### src/rtl/mahd_pkg.sv
// ----------------------------------------------------------------------------
// mahd_pkg
// Shared types, codes and tables for the MPEG audio header decoder: status
// codes, bitrate table, decoded field bundle and frame length coefficients.
// ----------------------------------------------------------------------------
package mahd_pkg;

  typedef enum logic [2:0] {
    ST_OK          = 3'd0,
    ST_NO_SYNC     = 3'd1,
    ST_BAD_VERSION = 3'd2,
    ST_BAD_LAYER   = 3'd3,
    ST_BAD_BITRATE = 3'd4,
    ST_BAD_RATE    = 3'd5,
    ST_FREE_FORMAT = 3'd6
  } status_t;

  // bitrate table columns
  typedef enum logic [2:0] {
    COL_V1_L1  = 3'd0,
    COL_V1_L2  = 3'd1,
    COL_V1_L3  = 3'd2,
    COL_V2_L1  = 3'd3,
    COL_V2_L23 = 3'd4
  } kbps_col_t;

  // frame length classes
  typedef enum logic [1:0] {
    LEN_SLOT4 = 2'd0,
    LEN_C144  = 2'd1,
    LEN_C72   = 2'd2
  } len_kind_t;

  localparam logic [1:0] VCODE_MPEG1    = 2'b11;
  localparam logic [1:0] VCODE_MPEG2    = 2'b10;
  localparam logic [1:0] VCODE_MPEG25   = 2'b00;
  localparam logic [1:0] VCODE_RESERVED = 2'b01;

  localparam logic [1:0] VER_MPEG1  = 2'd0;
  localparam logic [1:0] VER_MPEG2  = 2'd1;
  localparam logic [1:0] VER_MPEG25 = 2'd2;

  localparam logic [1:0] LAYER_NONE = 2'd0;
  localparam logic [1:0] LAYER_I    = 2'd1;
  localparam logic [1:0] LAYER_III  = 2'd3;

  localparam logic [3:0] BIDX_FREE = 4'd0;
  localparam logic [3:0] BIDX_BAD  = 4'd15;
  localparam logic [1:0] RIDX_BAD  = 2'd3;

  localparam logic [10:0] FRAME_MAX = 11'd2047;

  // reciprocals scaled by 2^RECIP_SHIFT, exact floor for numerators below 2^17
  localparam int          RECIP_SHIFT = 26;
  localparam int          NUM_W       = 17;
  localparam int          RECIP_W     = 27;
  localparam int          Q_W         = 17;
  localparam logic [26:0] RECIP_49    = 27'd1369569;
  localparam logic [26:0] RECIP_147   = 27'd456523;
  localparam logic [26:0] RECIP_DIV1  = 27'h400_0000;
  localparam logic [26:0] RECIP_DIV2  = 27'h200_0000;
  localparam logic [26:0] RECIP_DIV4  = 27'h100_0000;
  localparam logic [26:0] RECIP_DIV8  = 27'h080_0000;

  localparam logic [8:0] KBPS_V1_L1 [16] = '{
    0, 32, 64, 96, 128, 160, 192, 224, 256, 288, 320, 352, 384, 416, 448, 0};
  localparam logic [8:0] KBPS_V1_L2 [16] = '{
    0, 32, 48, 56, 64, 80, 96, 112, 128, 160, 192, 224, 256, 320, 384, 0};
  localparam logic [8:0] KBPS_V1_L3 [16] = '{
    0, 32, 40, 48, 56, 64, 80, 96, 112, 128, 160, 192, 224, 256, 320, 0};
  localparam logic [8:0] KBPS_V2_L1 [16] = '{
    0, 32, 48, 56, 64, 80, 96, 112, 128, 144, 160, 176, 192, 224, 256, 0};
  localparam logic [8:0] KBPS_V2_L23 [16] = '{
    0, 8, 16, 24, 32, 40, 48, 56, 64, 80, 96, 112, 128, 144, 160, 0};

  typedef struct packed {
    status_t     status;
    logic [1:0]  version;
    logic [1:0]  layer;
    logic        crc_present;
    logic [8:0]  bitrate_kbps;
    logic [15:0] sample_rate_hz;
    logic        padded;
    logic [1:0]  channel_mode;
    logic [1:0]  mode_extension;
    logic [2:0]  flag_bits;
    logic [1:0]  emphasis;
  } hdr_fields_t;

  typedef struct packed {
    logic [7:0]         mult;
    logic [RECIP_W-1:0] recip;
  } len_coef_t;

  typedef struct packed {
    logic      en;
    logic      slot4;
    len_coef_t coef;
  } len_calc_t;

  function automatic logic [8:0] kbps_lookup(input logic [3:0] idx, input kbps_col_t col);
    logic [8:0] val;
    case (col)
      COL_V1_L1:  val = KBPS_V1_L1[idx];
      COL_V1_L2:  val = KBPS_V1_L2[idx];
      COL_V1_L3:  val = KBPS_V1_L3[idx];
      COL_V2_L1:  val = KBPS_V2_L1[idx];
      COL_V2_L23: val = KBPS_V2_L23[idx];
      default:    val = 9'd0;
    endcase
    return val;
  endfunction

  function automatic logic [15:0] base_rate(input logic [1:0] ridx);
    logic [15:0] val;
    case (ridx)
      2'd0:    val = 16'd44100;
      2'd1:    val = 16'd48000;
      2'd2:    val = 16'd32000;
      default: val = 16'd0;
    endcase
    return val;
  endfunction

  // frame slots = floor(kbps * mult * 2^version * recip / 2^RECIP_SHIFT), before padding
  function automatic len_coef_t len_coef(input logic [1:0] ridx, input len_kind_t kind);
    len_coef_t c;
    c = '0;
    case (ridx)
      2'd0: begin
        case (kind)
          LEN_SLOT4: c = '{mult: 8'd40,  recip: RECIP_147};
          LEN_C144:  c = '{mult: 8'd160, recip: RECIP_49};
          LEN_C72:   c = '{mult: 8'd80,  recip: RECIP_49};
          default:   c = '0;
        endcase
      end
      2'd1: begin
        case (kind)
          LEN_SLOT4: c = '{mult: 8'd1, recip: RECIP_DIV4};
          LEN_C144:  c = '{mult: 8'd3, recip: RECIP_DIV1};
          LEN_C72:   c = '{mult: 8'd3, recip: RECIP_DIV2};
          default:   c = '0;
        endcase
      end
      2'd2: begin
        case (kind)
          LEN_SLOT4: c = '{mult: 8'd3, recip: RECIP_DIV8};
          LEN_C144:  c = '{mult: 8'd9, recip: RECIP_DIV2};
          LEN_C72:   c = '{mult: 8'd9, recip: RECIP_DIV4};
          default:   c = '0;
        endcase
      end
      default: c = '0;
    endcase
    return c;
  endfunction

endpackage

### src/rtl/mahd_if.sv
// ----------------------------------------------------------------------------
// mahd_hdr_if / mahd_res_if
// Valid/ready channels carrying header words in and decoded results out.
// ----------------------------------------------------------------------------
interface mahd_hdr_if;
  logic        valid;
  logic        ready;
  logic [31:0] header_word;

  modport source (output valid, output header_word, input ready);
  modport sink   (input valid, input header_word, output ready);
endinterface

interface mahd_res_if;
  logic        valid;
  logic        ready;
  logic [2:0]  status;
  logic [1:0]  version;
  logic [1:0]  layer;
  logic        crc_present;
  logic [8:0]  bitrate_kbps;
  logic [15:0] sample_rate_hz;
  logic [10:0] frame_bytes;
  logic        padded;
  logic [1:0]  channel_mode;
  logic [1:0]  mode_extension;
  logic [2:0]  flag_bits;
  logic [1:0]  emphasis;

  modport source (
    output valid, output status, output version, output layer, output crc_present,
    output bitrate_kbps, output sample_rate_hz, output frame_bytes, output padded,
    output channel_mode, output mode_extension, output flag_bits, output emphasis,
    input ready
  );
  modport sink (
    input valid, input status, input version, input layer, input crc_present,
    input bitrate_kbps, input sample_rate_hz, input frame_bytes, input padded,
    input channel_mode, input mode_extension, input flag_bits, input emphasis,
    output ready
  );
endinterface

### src/rtl/mahd_field_decode.sv
// ----------------------------------------------------------------------------
// mahd_field_decode
// Splits a header word into its fields, checks sync and reserved codes, looks
// up bitrate and sample rate, and selects the frame length coefficients.
// ----------------------------------------------------------------------------
module mahd_field_decode import mahd_pkg::*; (
  input  logic [31:0] header_word,
  output hdr_fields_t fields,
  output len_calc_t   calc
);

  always_comb begin
    logic [1:0]  vcode;
    logic [1:0]  lcode;
    logic [3:0]  bidx;
    logic [1:0]  ridx;
    logic        sync;
    logic        ver_ok;
    logic [1:0]  ver;
    logic [1:0]  lay;
    kbps_col_t   col;
    len_kind_t   kind;
    status_t     st;
    hdr_fields_t f;

    vcode  = header_word[20:19];
    lcode  = header_word[18:17];
    bidx   = header_word[15:12];
    ridx   = header_word[11:10];
    sync   = &header_word[31:21];
    ver_ok = (vcode != VCODE_RESERVED);

    case (vcode)
      VCODE_MPEG1:  ver = VER_MPEG1;
      VCODE_MPEG2:  ver = VER_MPEG2;
      VCODE_MPEG25: ver = VER_MPEG25;
      default:      ver = VER_MPEG1;
    endcase
    lay = (lcode == 2'd0) ? LAYER_NONE : 2'(3'd4 - {1'b0, lcode});

    if (ver == VER_MPEG1) begin
      case (lay)
        2'd1:    col = COL_V1_L1;
        2'd2:    col = COL_V1_L2;
        default: col = COL_V1_L3;
      endcase
    end else begin
      col = (lay == LAYER_I) ? COL_V2_L1 : COL_V2_L23;
    end

    if (!sync) st = ST_NO_SYNC;
    else if (!ver_ok) st = ST_BAD_VERSION;
    else if (lay == LAYER_NONE) st = ST_BAD_LAYER;
    else if (bidx == BIDX_BAD) st = ST_BAD_BITRATE;
    else if (ridx == RIDX_BAD) st = ST_BAD_RATE;
    else if (bidx == BIDX_FREE) st = ST_FREE_FORMAT;
    else st = ST_OK;

    f.status         = st;
    f.version        = ver;
    f.layer          = lay;
    f.crc_present    = ~header_word[16];
    f.bitrate_kbps   = (ver_ok && lay != LAYER_NONE) ? kbps_lookup(bidx, col) : 9'd0;
    f.sample_rate_hz = ver_ok ? (base_rate(ridx) >> ver) : 16'd0;
    f.padded         = header_word[9];
    f.channel_mode   = header_word[7:6];
    f.mode_extension = header_word[5:4];
    f.flag_bits      = {header_word[8], header_word[3], header_word[2]};
    f.emphasis       = header_word[1:0];

    if (!sync) begin
      f        = '0;
      f.status = ST_NO_SYNC;
    end
    fields = f;

    if (lay == LAYER_I) kind = LEN_SLOT4;
    else if (lay == LAYER_III && ver != VER_MPEG1) kind = LEN_C72;
    else kind = LEN_C144;

    calc.en    = (st == ST_OK);
    calc.slot4 = (lay == LAYER_I);
    calc.coef  = len_coef(ridx, kind);
  end

endmodule

### src/rtl/mpeg_audio_header_decode_core.sv
// ----------------------------------------------------------------------------
// mpeg_audio_header_decode_core
// Pipeline: four register stages; a header word accepted into the first stage
// comes out of the fourth, the output register, as its result.
// Throughput: one header per cycle; each stage holds under back-pressure.
// Stages: decode and table lookup, coefficient multiply, reciprocal multiply,
// slot scaling and saturation into the output register.
// Reset: synchronous rst clears all stage valid bits; data registers are not reset.
// ----------------------------------------------------------------------------
module mpeg_audio_header_decode_core import mahd_pkg::*; (
  input logic             clk,
  input logic             rst,
  mahd_hdr_if.sink        hdr,
  mahd_res_if.source      res
);

  hdr_fields_t dec_fields;
  len_calc_t   dec_calc;

  mahd_field_decode u_decode (
    .header_word (hdr.header_word),
    .fields      (dec_fields),
    .calc        (dec_calc)
  );

  // stage registers
  logic               v1, v2, v3, v4;
  hdr_fields_t        f1, f2, f3, f4;
  len_calc_t          c1;
  logic               en2, en3;
  logic               slot2, slot3;
  logic [NUM_W-1:0]   num2;
  logic [RECIP_W-1:0] recip2;
  logic [Q_W-1:0]     q3;
  logic [10:0]        bytes4;

  logic rdy1, rdy2, rdy3, rdy4;

  logic [18:0]                num_wide;
  logic [NUM_W-1:0]           num_next;
  logic [NUM_W+RECIP_W-1:0]   prod_nr;
  logic [Q_W-1:0]             q_next;
  logic [Q_W:0]               slots;
  logic [Q_W+2:0]             len;
  logic [10:0]                bytes_next;

  assign rdy4      = !v4 || res.ready;
  assign rdy3      = !v3 || rdy4;
  assign rdy2      = !v2 || rdy3;
  assign rdy1      = !v1 || rdy2;
  assign hdr.ready = rdy1;

  always_comb begin
    num_wide = 19'(f1.bitrate_kbps) * 19'(c1.coef.mult);
    num_next = NUM_W'(num_wide << f1.version);
  end

  always_comb begin
    prod_nr = (NUM_W+RECIP_W)'(num2) * (NUM_W+RECIP_W)'(recip2);
    q_next  = prod_nr[RECIP_SHIFT +: Q_W];
  end

  always_comb begin
    slots = (Q_W+1)'(q3) + (Q_W+1)'(f3.padded);
    len   = slot3 ? {slots, 2'b00} : {2'b00, slots};
    if (!en3) bytes_next = 11'd0;
    else if (len > (Q_W+3)'(FRAME_MAX)) bytes_next = FRAME_MAX;
    else bytes_next = len[10:0];
  end

  always_ff @(posedge clk) begin
    if (rst) begin
      v1 <= 1'b0;
      v2 <= 1'b0;
      v3 <= 1'b0;
      v4 <= 1'b0;
    end else begin
      if (rdy1) v1 <= hdr.valid;
      if (rdy2) v2 <= v1;
      if (rdy3) v3 <= v2;
      if (rdy4) v4 <= v3;
    end
  end

  always_ff @(posedge clk) begin
    if (rdy1 && hdr.valid) begin
      f1 <= dec_fields;
      c1 <= dec_calc;
    end
    if (rdy2 && v1) begin
      f2     <= f1;
      en2    <= c1.en;
      slot2  <= c1.slot4;
      num2   <= num_next;
      recip2 <= c1.coef.recip;
    end
    if (rdy3 && v2) begin
      f3    <= f2;
      en3   <= en2;
      slot3 <= slot2;
      q3    <= q_next;
    end
    if (rdy4 && v3) begin
      f4     <= f3;
      bytes4 <= bytes_next;
    end
  end

  assign res.valid          = v4;
  assign res.status         = f4.status;
  assign res.version        = f4.version;
  assign res.layer          = f4.layer;
  assign res.crc_present    = f4.crc_present;
  assign res.bitrate_kbps   = f4.bitrate_kbps;
  assign res.sample_rate_hz = f4.sample_rate_hz;
  assign res.frame_bytes    = bytes4;
  assign res.padded         = f4.padded;
  assign res.channel_mode   = f4.channel_mode;
  assign res.mode_extension = f4.mode_extension;
  assign res.flag_bits      = f4.flag_bits;
  assign res.emphasis       = f4.emphasis;

  // error results carry no length
  a_err_no_len: assert property (@(posedge clk) disable iff (rst)
    v4 && f4.status != ST_OK |-> bytes4 == 11'd0)
    else $error("frame length on error status");

  // layer I frames are whole 4-byte slots
  a_slot_align: assert property (@(posedge clk) disable iff (rst)
    v4 && f4.status == ST_OK && f4.layer == LAYER_I |-> bytes4[1:0] == 2'b00)
    else $error("layer I length not slot aligned");

  // a good header always has a nonzero rate, bitrate and length
  a_ok_nonzero: assert property (@(posedge clk) disable iff (rst)
    v4 && f4.status == ST_OK |->
      f4.sample_rate_hz != 16'd0 && f4.bitrate_kbps != 9'd0 && bytes4 != 11'd0)
    else $error("good header with zero rate or length");

  // an accepted transaction occupies the first stage on the next cycle
  a_enter: assert property (@(posedge clk) disable iff (rst)
    hdr.valid && hdr.ready |=> v1)
    else $error("accepted transaction lost at entry");

  // a stalled output stage keeps its length
  a_hold: assert property (@(posedge clk) disable iff (rst)
    v4 && !res.ready |=> v4 && $stable(bytes4) && $stable(f4))
    else $error("stalled result changed");

endmodule
### src/flat_wrapper.sv
// flat-port wrapper written by rule: the top's interface ports become plain ports
module mpeg_audio_header_decode_core_flat import mahd_pkg::*;
  (clk, rst, hdr_valid, hdr_header_word, hdr_ready, res_valid, res_status, res_version, res_layer, res_crc_present, res_bitrate_kbps, res_sample_rate_hz, res_frame_bytes, res_padded, res_channel_mode, res_mode_extension, res_flag_bits, res_emphasis, res_ready);
  mahd_hdr_if hdr_i ();
  mahd_res_if res_i ();
  input logic clk;
  input logic rst;
  input wire logic [$bits(hdr_i.valid)-1:0] hdr_valid;
  input wire logic [$bits(hdr_i.header_word)-1:0] hdr_header_word;
  output wire logic [$bits(hdr_i.ready)-1:0] hdr_ready;
  output wire logic [$bits(res_i.valid)-1:0] res_valid;
  output wire logic [$bits(res_i.status)-1:0] res_status;
  output wire logic [$bits(res_i.version)-1:0] res_version;
  output wire logic [$bits(res_i.layer)-1:0] res_layer;
  output wire logic [$bits(res_i.crc_present)-1:0] res_crc_present;
  output wire logic [$bits(res_i.bitrate_kbps)-1:0] res_bitrate_kbps;
  output wire logic [$bits(res_i.sample_rate_hz)-1:0] res_sample_rate_hz;
  output wire logic [$bits(res_i.frame_bytes)-1:0] res_frame_bytes;
  output wire logic [$bits(res_i.padded)-1:0] res_padded;
  output wire logic [$bits(res_i.channel_mode)-1:0] res_channel_mode;
  output wire logic [$bits(res_i.mode_extension)-1:0] res_mode_extension;
  output wire logic [$bits(res_i.flag_bits)-1:0] res_flag_bits;
  output wire logic [$bits(res_i.emphasis)-1:0] res_emphasis;
  input wire logic [$bits(res_i.ready)-1:0] res_ready;
  assign hdr_i.valid = hdr_valid;
  assign hdr_i.header_word = hdr_header_word;
  assign hdr_ready = hdr_i.ready;
  assign res_valid = res_i.valid;
  assign res_status = res_i.status;
  assign res_version = res_i.version;
  assign res_layer = res_i.layer;
  assign res_crc_present = res_i.crc_present;
  assign res_bitrate_kbps = res_i.bitrate_kbps;
  assign res_sample_rate_hz = res_i.sample_rate_hz;
  assign res_frame_bytes = res_i.frame_bytes;
  assign res_padded = res_i.padded;
  assign res_channel_mode = res_i.channel_mode;
  assign res_mode_extension = res_i.mode_extension;
  assign res_flag_bits = res_i.flag_bits;
  assign res_emphasis = res_i.emphasis;
  assign res_i.ready = res_ready;
  mpeg_audio_header_decode_core u_core (.clk(clk), .rst(rst), .hdr(hdr_i), .res(res_i));
endmodule
### config.mk
export PLATFORM = sky130hd
export DESIGN_NAME = mpeg_audio_header_decode_core_flat
export DESIGN_NICKNAME = d
export VERILOG_FILES = /design/src/rtl/mahd_pkg.sv /design/src/rtl/mahd_if.sv /design/src/rtl/mahd_field_decode.sv /design/src/rtl/mpeg_audio_header_decode_core.sv /design/src/flat_wrapper.sv
export SDC_FILE = /design/constraint.sdc
export NUM_CORES = 1
export LEC_CHECK = 0
export ABC_CLOCK_PERIOD_IN_PS = 15600
export BUFFER_PORTS_ARGS = -buffer_cell sky130_fd_sc_hd__buf_4
export CORE_AREA = 2 2 239 241
export CTS_CLUSTER_DIAMETER = 40
export CTS_CLUSTER_SIZE = 24
export DETAILED_ROUTE_END_ITERATION = 16
export DIE_AREA = 0 0 241 243
export GPL_TIMING_DRIVEN = 0
export PLACE_DENSITY = 0.66
export SETUP_SLACK_MARGIN = 0.1
export SLEW_MARGIN = 5
export SYNTH_ARGS = -nofsm -noshare
export SYNTH_HDL_FRONTEND = slang
export SYNTH_HIERARCHICAL = 1
export SYNTH_SLANG_ARGS = --single-unit
### constraint.sdc
create_clock -name clk -period 15.6 [get_ports clk]
set_input_delay 1.56 -clock clk [delete_from_list [all_inputs] [get_ports clk]]
set_output_delay 1.56 -clock clk [all_outputs]
set_load 0.02 [all_outputs]
* After elaboration in Yosys (flattened, before gate mapping) *
Memory sizes are Yosys's and may differ from the RTL's.
Index checks and enable logic that the tools add are counted.

storage, ports and cells
  word-level logic and storage cells = 149
  output and inout port bits = 56
  memory bits (read-only) = 720
  input port bits = 36
  bits in registers = 289
  memories = 5

memories
  name              words  bits a word  rd ports  clocked after memory_dff  wr ports  RTL line         RTL
  (name not given)  16     9            1         0                         0         mahd_pkg.sv:108  COL_V2_L23: val = KBPS_V2_L23[idx];
  (name not given)  16     9            1         0                         0         mahd_pkg.sv:107  COL_V2_L1: val = KBPS_V2_L1[idx];
  (name not given)  16     9            1         0                         0         mahd_pkg.sv:106  COL_V1_L3: val = KBPS_V1_L3[idx];
  (name not given)  16     9            1         0                         0         mahd_pkg.sv:105  COL_V1_L2: val = KBPS_V1_L2[idx];
  (name not given)  16     9            1         0                         0         mahd_pkg.sv:104  COL_V1_L1: val = KBPS_V1_L1[idx];

operators by class
  magnitude comparators = 2
  mux-type cells = 31
  reductions and logical operators = 28
  shift operators = 2
  multipliers = 2
  bitwise operators = 2
  equal/unequal tests = 15
  add/sub/neg operators = 2

operators with widths
  operator                                                                           number
  35-bit one-hot mux with 3 select lines                                             2
  31-bit one-hot mux with 3 select lines                                             1
  9-bit two-way mux                                                                  10
  29-bit one-hot mux with 3 select lines                                             1
  16-bit one-hot mux with 3 select lines                                             1
  9-bit one-hot mux with 5 select lines                                              1
  17-bit by 27-bit multiplier with 43-bit output                                     1
  3-bit two-way mux                                                                  8
  12-bit AND reduction                                                               2
  20-bit by 11-bit greater-than comparator with 1-bit output, second input constant  1
  20-bit two-way mux                                                                 1
  17-bit by 1-bit adder with 18-bit output                                           1
  9-bit by 8-bit multiplier with 17-bit output                                       1
  17-bit by 2-bit << shifter with 17-bit output                                      1
  16-bit by 2-bit right shift with 16-bit output                                     1
  2-bit equality test, second input constant                                         6
  2-bit logical NOT                                                                  6
  11-bit two-way mux                                                                 1
  11-bit AND reduction                                                               1
  2-bit one-hot mux with 2 select lines                                              2
  2-bit by 1-bit equality test with 1-bit output, second input constant              3
  3-bit by 2-bit equality test with 1-bit output, second input constant              2
  1-bit logical AND                                                                  6
  3-bit logical NOT                                                                  2
  other kinds (13)                                                                   22

* Logic depth before layout (Yosys ltp) *
Gate-level depths: netlist (run 1).

  depth in word-level cells = 9
  depth in mapped cells = 22
  gate-level depth less buffers = 21

* Modules after synthesis *
Netlist (run 1), hierarchy kept.

modules (own cells, without submodules)
  module                         times used  sequential area each (um^2)  cells each  area each (um^2)
  mpeg_audio_header_decode_core  1           8638.3                       2364        26053.7
  mahd_field_decode              1           0.0                          246         1574.0

* Least setup slack after synthesis (run 1) *
OpenSTA, ideal clock, no wires.

  kind = input-to-reg
  start = input port res_ready
  end = register u_core.en3 (enable)
  stages = 2
  arrival time = 6.159 ns
  buffers on the path = 0
  setup time = 0.577 ns
  required time = 15.023 ns
  setup slack = 8.864 ns
  cells stage by stage = nor2b_1 > a21boi_0

on the way
  word-level cells in the longest chain between the ends = 3

RTL lines
  item                  RTL line                             RTL
  start, declared       flat_wrapper.sv:24                   input wire logic [$bits(res_i.ready)-1:0] res_ready;
  1-bit logical OR      mpeg_audio_header_decode_core.sv:47  assign rdy4 = !v4 || res.ready;
  1-bit logical OR      mpeg_audio_header_decode_core.sv:48  assign rdy3 = !v3 || rdy4;
  1-bit logical AND     mpeg_audio_header_decode_core.sv:97  if (rdy3 && v2) begin
  end signal, assigned  mpeg_audio_header_decode_core.sv:99  en3 <= en2;
  end, declared         mpeg_audio_header_decode_core.sv:30  logic en2, en3;

Every way passes these cells.
A chain may end at the register's enable or synchronous reset.

* Worst setup path after layout (run 1) *
  start = register u_core.num2[8]
  end = register u_core.q3[6], data pin

on the way
  word-level cells in the longest chain between the ends = 1

RTL lines
  item                                            RTL line                              RTL
  start, declared                                 mpeg_audio_header_decode_core.sv:32   logic [NUM_W-1:0] num2;
  start signal, assigned                          mpeg_audio_header_decode_core.sv:94   num2 <= num_next;
  17-bit by 27-bit multiplier with 43-bit output  mpeg_audio_header_decode_core.sv:59   prod_nr = (NUM_W+RECIP_W)'(num2) * (NUM_W+RECIP_W)'(recip2);
  via u_core.prod_nr[32]                          mpeg_audio_header_decode_core.sv:41   logic [NUM_W+RECIP_W-1:0] prod_nr;
  end signal, assigned                            mpeg_audio_header_decode_core.sv:101  q3 <= q_next;
  end, declared                                   mpeg_audio_header_decode_core.sv:34   logic [Q_W-1:0] q3;

The timed path passes the listed nets, and every way through them passes these cells.

==> results.yml, run 1 <==
critical_path:
  path_common_cell: "fa_1"
  crit_chain: "clkbuf_1 > clkbuf_1 > nand2_1 > fa_1 > inv_1 > fa_1 > fa_1 > fa_1 > fa_1 > inv_1 > fa_1 > inv_1 > ha_1 > nand3_1 > nor2_1 > nand4_1 > o32ai_1 > o31ai_1 > a21oi_1 > xor2_1"
  slowest_delay_ns: 0.90
  worst-path-buf-inv: 5
  worstPathMaxFanout: 10
  rrSetupSlack_ns: 7.79
  critical_path_required_ns: 15.89
  r2r_cells: 20
  path_delay_family: "adder cells"
  crit_path_end_kind: "flip-flop"
  worstReg2RegStart: "u_core/num2[8]"
  regToRegEndpoint: "u_core/q3[6]"
  worst_setup_path_start_kind: "flip-flop"
  critPathKind: "reg2reg"
  critPathArrivalTime_ns: 8.10
  cp_slowest_cell: "o32ai_1"
synth:
  ys_seq_area_share_pct: 31.3
  avgSynthCellArea_um2: 10.6
  synth-edff-count: 285
  synthArstFlopShare_pct: 0
  synth.distinct_cells: 73
  synth_area_mm2: 0.0276
  ys_warn_count: 6
  syn_inst: 2610
  synth_flop_cell: "edfxtp_1"
  ys_ff_latch: 289
clocking:
  cts_setup_buffers: 0
  hold_buffers: 0
  clkTransAtPathRegs_ns: 0.06
  clk_latency_ns: 0.56
  numClockSinks: 289
  cts_resized: 0
  cts_max_level: 2
  cts_tree: "yes"
  clockRootBuffer: "clkbuf_16"
  clock_path_buffers: 3
  numCtsBuffers: 38
layout:
  syn2layout_area_growth_pct: 11.7
  antenna_cells: 0
  final_common_cell: "inv_1"
  drive_above_1_share_pct: 8.10
  final_cell_mix: "inv_1, fa_1, nand2_1, edfxtp_1, and2_1"
  layout.nets: 3379
floorplan:
  initial_utilization_pct: 49.4
  rows: 87
  die_w_um: 241
  die_area_mm2: 0.0586
  die_y_um: 243
  ios: 92
  core_mm2: 0.0560
worst_hold_path:
  min_to: "u_core/recip2[24]"
  whs_path_depth: 0
  hold_path_class: "reg2reg"
  min-delay-start: "u_core/c1[24]"
grt:
  use_met1_pct: 31.2
  grt_max_degree: 32
  use_met3_pct: 3.13
  grt_pass1_wl_um: 109000
  track_usage_pct: 24.3
  grt_pass1_vias: 19965
  grt_overflow: 0
  antenna_found_initial: 0
  grt-busiest-layer: "met2"
  grt.met2_usage_pct: 40.7
status:
  status: "completed"
drt:
  first_pass_iters: 5
  finalWirelength_um: 67900
  postRouteAntennaNets: 0
  wl_per_cell_um: 19.2
  viasPerCell: 5.24
  drt-initial-drc-count: 1257
  route.detailed.drc: 0
  routed-via-count: 18581
sta:
  hold_viol_final: 0
  min_period_ns: 7.81
  relSlewSlack_pct: 26.0
  setup_tns_ns: 0
  clock-skew-final_ns: 0.0356
  worstMarginPinSlew_ns: 1.11
  max_freq_ghz: 0.128
  timing.final.crit_share_pct: 50.1
  finalSetupViolations: 0
  slew_viol_final: 0
  rsz0062_at_grt: "false"
placed_design:
  port_buffers: 90
  gp_congestion: 0.957
  dp_hpwl_um: 53800
run:
  drv_cap: 0
==> worst max-delay path by stage <==
stage / from / end / slack (ns) / cells past startpoint
after floorplan: res_ready / u_core/en3 / 8.86 / 2
after global placement: res_ready / u_core/f3[26] / 5.82 / 3
after detailed placement: u_core/num2[8] / u_core/q3[6] / 7.76 / 20
after CTS: u_core/num2[8] / u_core/q3[1] / 7.73 / 20
after global routing: u_core/num2[8] / u_core/q3[1] / 7.39 / 20
final: u_core/num2[8] / u_core/q3[6] / 7.79 / 20
==> kinds of logic after synthesis <==
group,synth area share (%)
other,0.0136
muxes,1.02
buffers and inverters,9.43
AOI/OAI and AO/OA,5.59
xor gates and xnor gates,1.17
and+or+nand+nor,13.9
adders and majority gates,37.6
DFF,31.3
==> state kept, by name (all words and copies together) (netlist names), 9 cells and up <==
name	flops
u_core/num2	17
u_core/recip2	27
u_core/res.frame_bytes	11
u_core/c1	37
u_core/q3	17
u_core/res.sample_rate_hz	16
u_core/f2	43
u_core/f3	43
u_core/res.bitrate_kbps	9
u_core/f1	43
==> cell usage after synthesis, types with 4 or more instances <==
cell       instances  area [um^2]
a21o_1            16          120
clkbuf_1          98          368
nor4_1             4         25.0
nor2b_1           12         75.1
and2_1           226         1410
edfxtp_1         285         8560
o21ai_0           36          180
or3_1              6         37.5
nor2_1            61          229
o211ai_1           9         67.6
nand2_1          375         1410
o21a_1             6         45.0
xor2_1            10         87.6
dfxtp_1            4         80.1
nand2b_1           8         50.1
a31oi_1           15         93.8
a21boi_2          10          113
nand4_1            7         43.8
a32oi_1            4         35.0
buf_4             28          210
mux2i_1           27          270
nand3_1           23          115
o31ai_1            6         45.0
a21oi_1           59          295
nor3_1            24          120
fa_1             413         8270
inv_1            527         1980
xnor2_1           27          236
o2111ai_1          4         35.0
ha_1             170         2130
a22oi_1            5         37.5
a2111oi_0          5         43.8
and3_1            15         93.8
and4_1             4         35.0
o21bai_1           4         30.0
a211oi_1          10         75.1
nor3b_1            8         60.1
==> final cells by class <==
class	instances	area (um^2)
plain buffers	134	627
clock inverters	31	375
inverters	527	1980
flip-flops and latches	289	8640
clock buffers	38	951
multi-input cells	1671	16500
well taps	756	946
fillers	4880	25100
repair buffers	99	871
==> routing by layer <==
metal	share of wire [%]	wire length [um]
met2	48	32900
met3	5.2	3500
met5	0	0
met1	41	28000
met4	5.2	3520
==> metrics by stage <==
stage	worst slack [ns]	std cells	cell area [um^2]	util, %	hold WS [ns]
CTS	7.73	3545	30800	55.1	0.412
global route	7.39	3545	30800	55.1	0.425
finish	7.79	3545	30800	55.1	0.415
global placement	5.82	3467	29300	52.4	0.401
detailed placement	7.76	3476	29500	52.8	0.405
floorplan	8.86	2621	27700	-	0.400
Power of run 1 is not shown: default switching activity piles up to over one toggle a cycle in this logic, so the estimate is an artifact.
==> run 2, diff against run 1 <==
ABC_AREA = 1   (was unset)
ABC_CLOCK_PERIOD_IN_PS = 7500   (was 15600)
CORE_AREA = 2 2 246 248   (was 2 2 239 241)
DIE_AREA = 0 0 248 250   (was 0 0 241 243)
clock period = 7.5 ns   (was 15.6 ns; I/O delays follow)
==> results.yml, run 2 <==
floorplan:
  ios: 92
  die_y_um: 250
  die_w_um: 248
  initial_utilization_pct: 49.5
  rows: 90
  die_area_mm2: 0.0620
  core_mm2: 0.0596
sta:
  relSlewSlack_pct: 32.3
  finalSetupViolations: 0
  timing.final.crit_share_pct: 94.1
  setup_tns_ns: 0
  min_period_ns: 7.06
  max_freq_ghz: 0.142
  hold_viol_final: 0
  worstMarginPinSlew_ns: 1.02
  rsz0062_at_grt: "false"
  clock-skew-final_ns: 0.0318
  slew_viol_final: 0
clocking:
  hold_buffers: 0
  clockRootBuffer: "clkbuf_16"
  numClockSinks: 289
  clock_path_buffers: 3
  cts_setup_buffers: 0
  cts_max_level: 2
  cts_resized: 0
  clk_latency_ns: 0.57
  cts_tree: "yes"
  numCtsBuffers: 35
  clkTransAtPathRegs_ns: 0.07
synth:
  synth.area.top_cells: "edfxtp_1, fa_1, nand2_1"
  synth_common_cells: "nand2_1, inv_1, fa_1"
  synth.distinct_cells: 47
  synthArstFlopShare_pct: 0
  ys_seq_area_share_pct: 29.3
  syn_inst: 3415
  synth-edff-count: 285
  ys_ff_latch: 289
  synth_area_mm2: 0.0295
  synth_flop_cell: "edfxtp_1"
  yosysTopAreaCell: "edfxtp_1"
  synth_most_common_cell: "nand2_1"
  avgSynthCellArea_um2: 8.64
  netlist.area_leader.share_pct: 29.0
  ys_warn_count: 6
drt:
  wl_per_cell_um: 16.9
  first_pass_iters: 5
  routed-via-count: 21694
  finalWirelength_um: 74000
  viasPerCell: 4.97
  postRouteAntennaNets: 0
  drt-initial-drc-count: 1584
  route.detailed.drc: 0
critical_path:
  regToRegEndpoint: "u_core/q3[14]"
  crit_path_end_kind: "flip-flop"
  rrSetupSlack_ns: 0.44
  r2r_cells: 23
  worst_setup_path_start_kind: "flip-flop"
  worstPathMaxFanout: 10
  slowest_delay_ns: 0.71
  path_common_cell: "fa_1"
  critical_path_required_ns: 7.80
  cp_slowest_cell: "clkbuf_1"
  crit_chain: "clkbuf_1 > clkbuf_1 > nand2_1 > fa_1 > inv_1 > fa_1 > inv_1 > fa_1 > inv_1 > fa_1 > fa_1 > inv_1 > fa_1 > inv_1 > ha_1 > a21oi_1 > nor2_1 > nor2_1 > nand2_1 > a21oi_1 > nand3_1 > nand2_1 > nand2_1"
  worst-path-buf-inv: 7
  critPathArrivalTime_ns: 7.36
  worstReg2RegStart: "u_core/recip2[24]"
  critPathKind: "reg2reg"
  path_delay_family: "adder cells"
grt:
  grt_overflow: 0
  track_usage_pct: 25.0
  grt_pass1_vias: 22365
  grt_pass1_wl_um: 119000
  grt_max_degree: 68
  antenna_found_initial: 3
worst_hold_path:
  hold_path_class: "in2reg"
  whs_path_depth: 2
  min-delay-start: "rst"
  min_to: "u_core/res.valid"
run:
  drv_cap: 0
layout:
  antenna_cells: 0
  multiInputGateArea_mm2: 0.0167
  seqCellArea_mm2: 0.00864
  n_fill_cell: 5462
  final_common_cell: "nand2_1"
  syn2layout_area_growth_pct: 10.4
  layout.nets: 4176
  drive_above_1_share_pct: 6.72
  final_cell_mix: "nand2_1, inv_1, fa_1, edfxtp_1"
  top_regs: "u_core/f1 (43), u_core/f2 (43), u_core/f3 (43)"
placed_design:
  gp_congestion: 0.991
  dp_hpwl_um: 59300
  port_buffers: 90
status:
  status: "completed"
[run 2: per-stage QoR]
| step | setup WS [ns] | hold slack [ns] | utilization, % | cells | cell area (um^2) |
|---|---|---|---|---|---|
| after floorplan | 2.01 | 0.400 | - | 3426 | 29500 |
| after global placement | 0.481 | 0.401 | 52.4 | 4298 | 31200 |
| after detailed placement | 0.553 | 0.405 | 52.5 | 4302 | 31300 |
| after CTS | 0.517 | 0.340 | 54.6 | 4366 | 32600 |
| after global routing | 0.219 | 0.352 | 54.6 | 4366 | 32600 |
| final | 0.440 | 0.375 | 54.6 | 4366 | 32600 |
[run 2: cell type report]
class | instances | area share, %
buffer | 165 | 2.33
timing repair buffer | 94 | 2.34
clock buffer | 36 | 2.70
multi-input combinational | 2057 | 51.4
sequential | 289 | 26.5
inverter | 915 | 10.6
tap | 782 | 3.01
clock inverter | 28 | 1.16
[run 2: worst max-delay path by stage]
stage                            from             to  slack (ns)  cells past startpoint
floorplan              u_core/num2[2]  u_core/q3[10]        2.01                     25
global placement            res_ready  u_core/c1[16]        0.48                      9
detailed placement  u_core/recip2[24]  u_core/q3[14]        0.55                     23
CTS                 u_core/recip2[24]  u_core/q3[14]        0.52                     23
global route        u_core/recip2[24]  u_core/q3[14]        0.22                     23
finish              u_core/recip2[24]  u_core/q3[14]        0.44                     23
[run 2: cell families (layout without fill, tap and decap cells)]
logic type	count (synthesis)	in the layout	share of synthesized area, %
AO/OA/AOI/OAI	136	136	2.53
AND/OR/NAND/NOR	1305	1305	18.1
adder cells (fa/ha/maj)	583	583	35.2
XOR/XNOR	18	18	0.535
multiplexers	3	3	0.102
other	1	12	0.0127
buffers and inverters	1080	1238	14.2
flip-flops	289	289	29.3
[run 2: metal layers]
metal	wire, um	global-route usage, %	part of all wire (%)
met4	3840	11.3	5.2
met5	17	0	0.023
met3	5290	4.62	7.1
met2	34700	40.8	47
met1	30100	32.4	41
Power of run 2 is left out for the same reason.
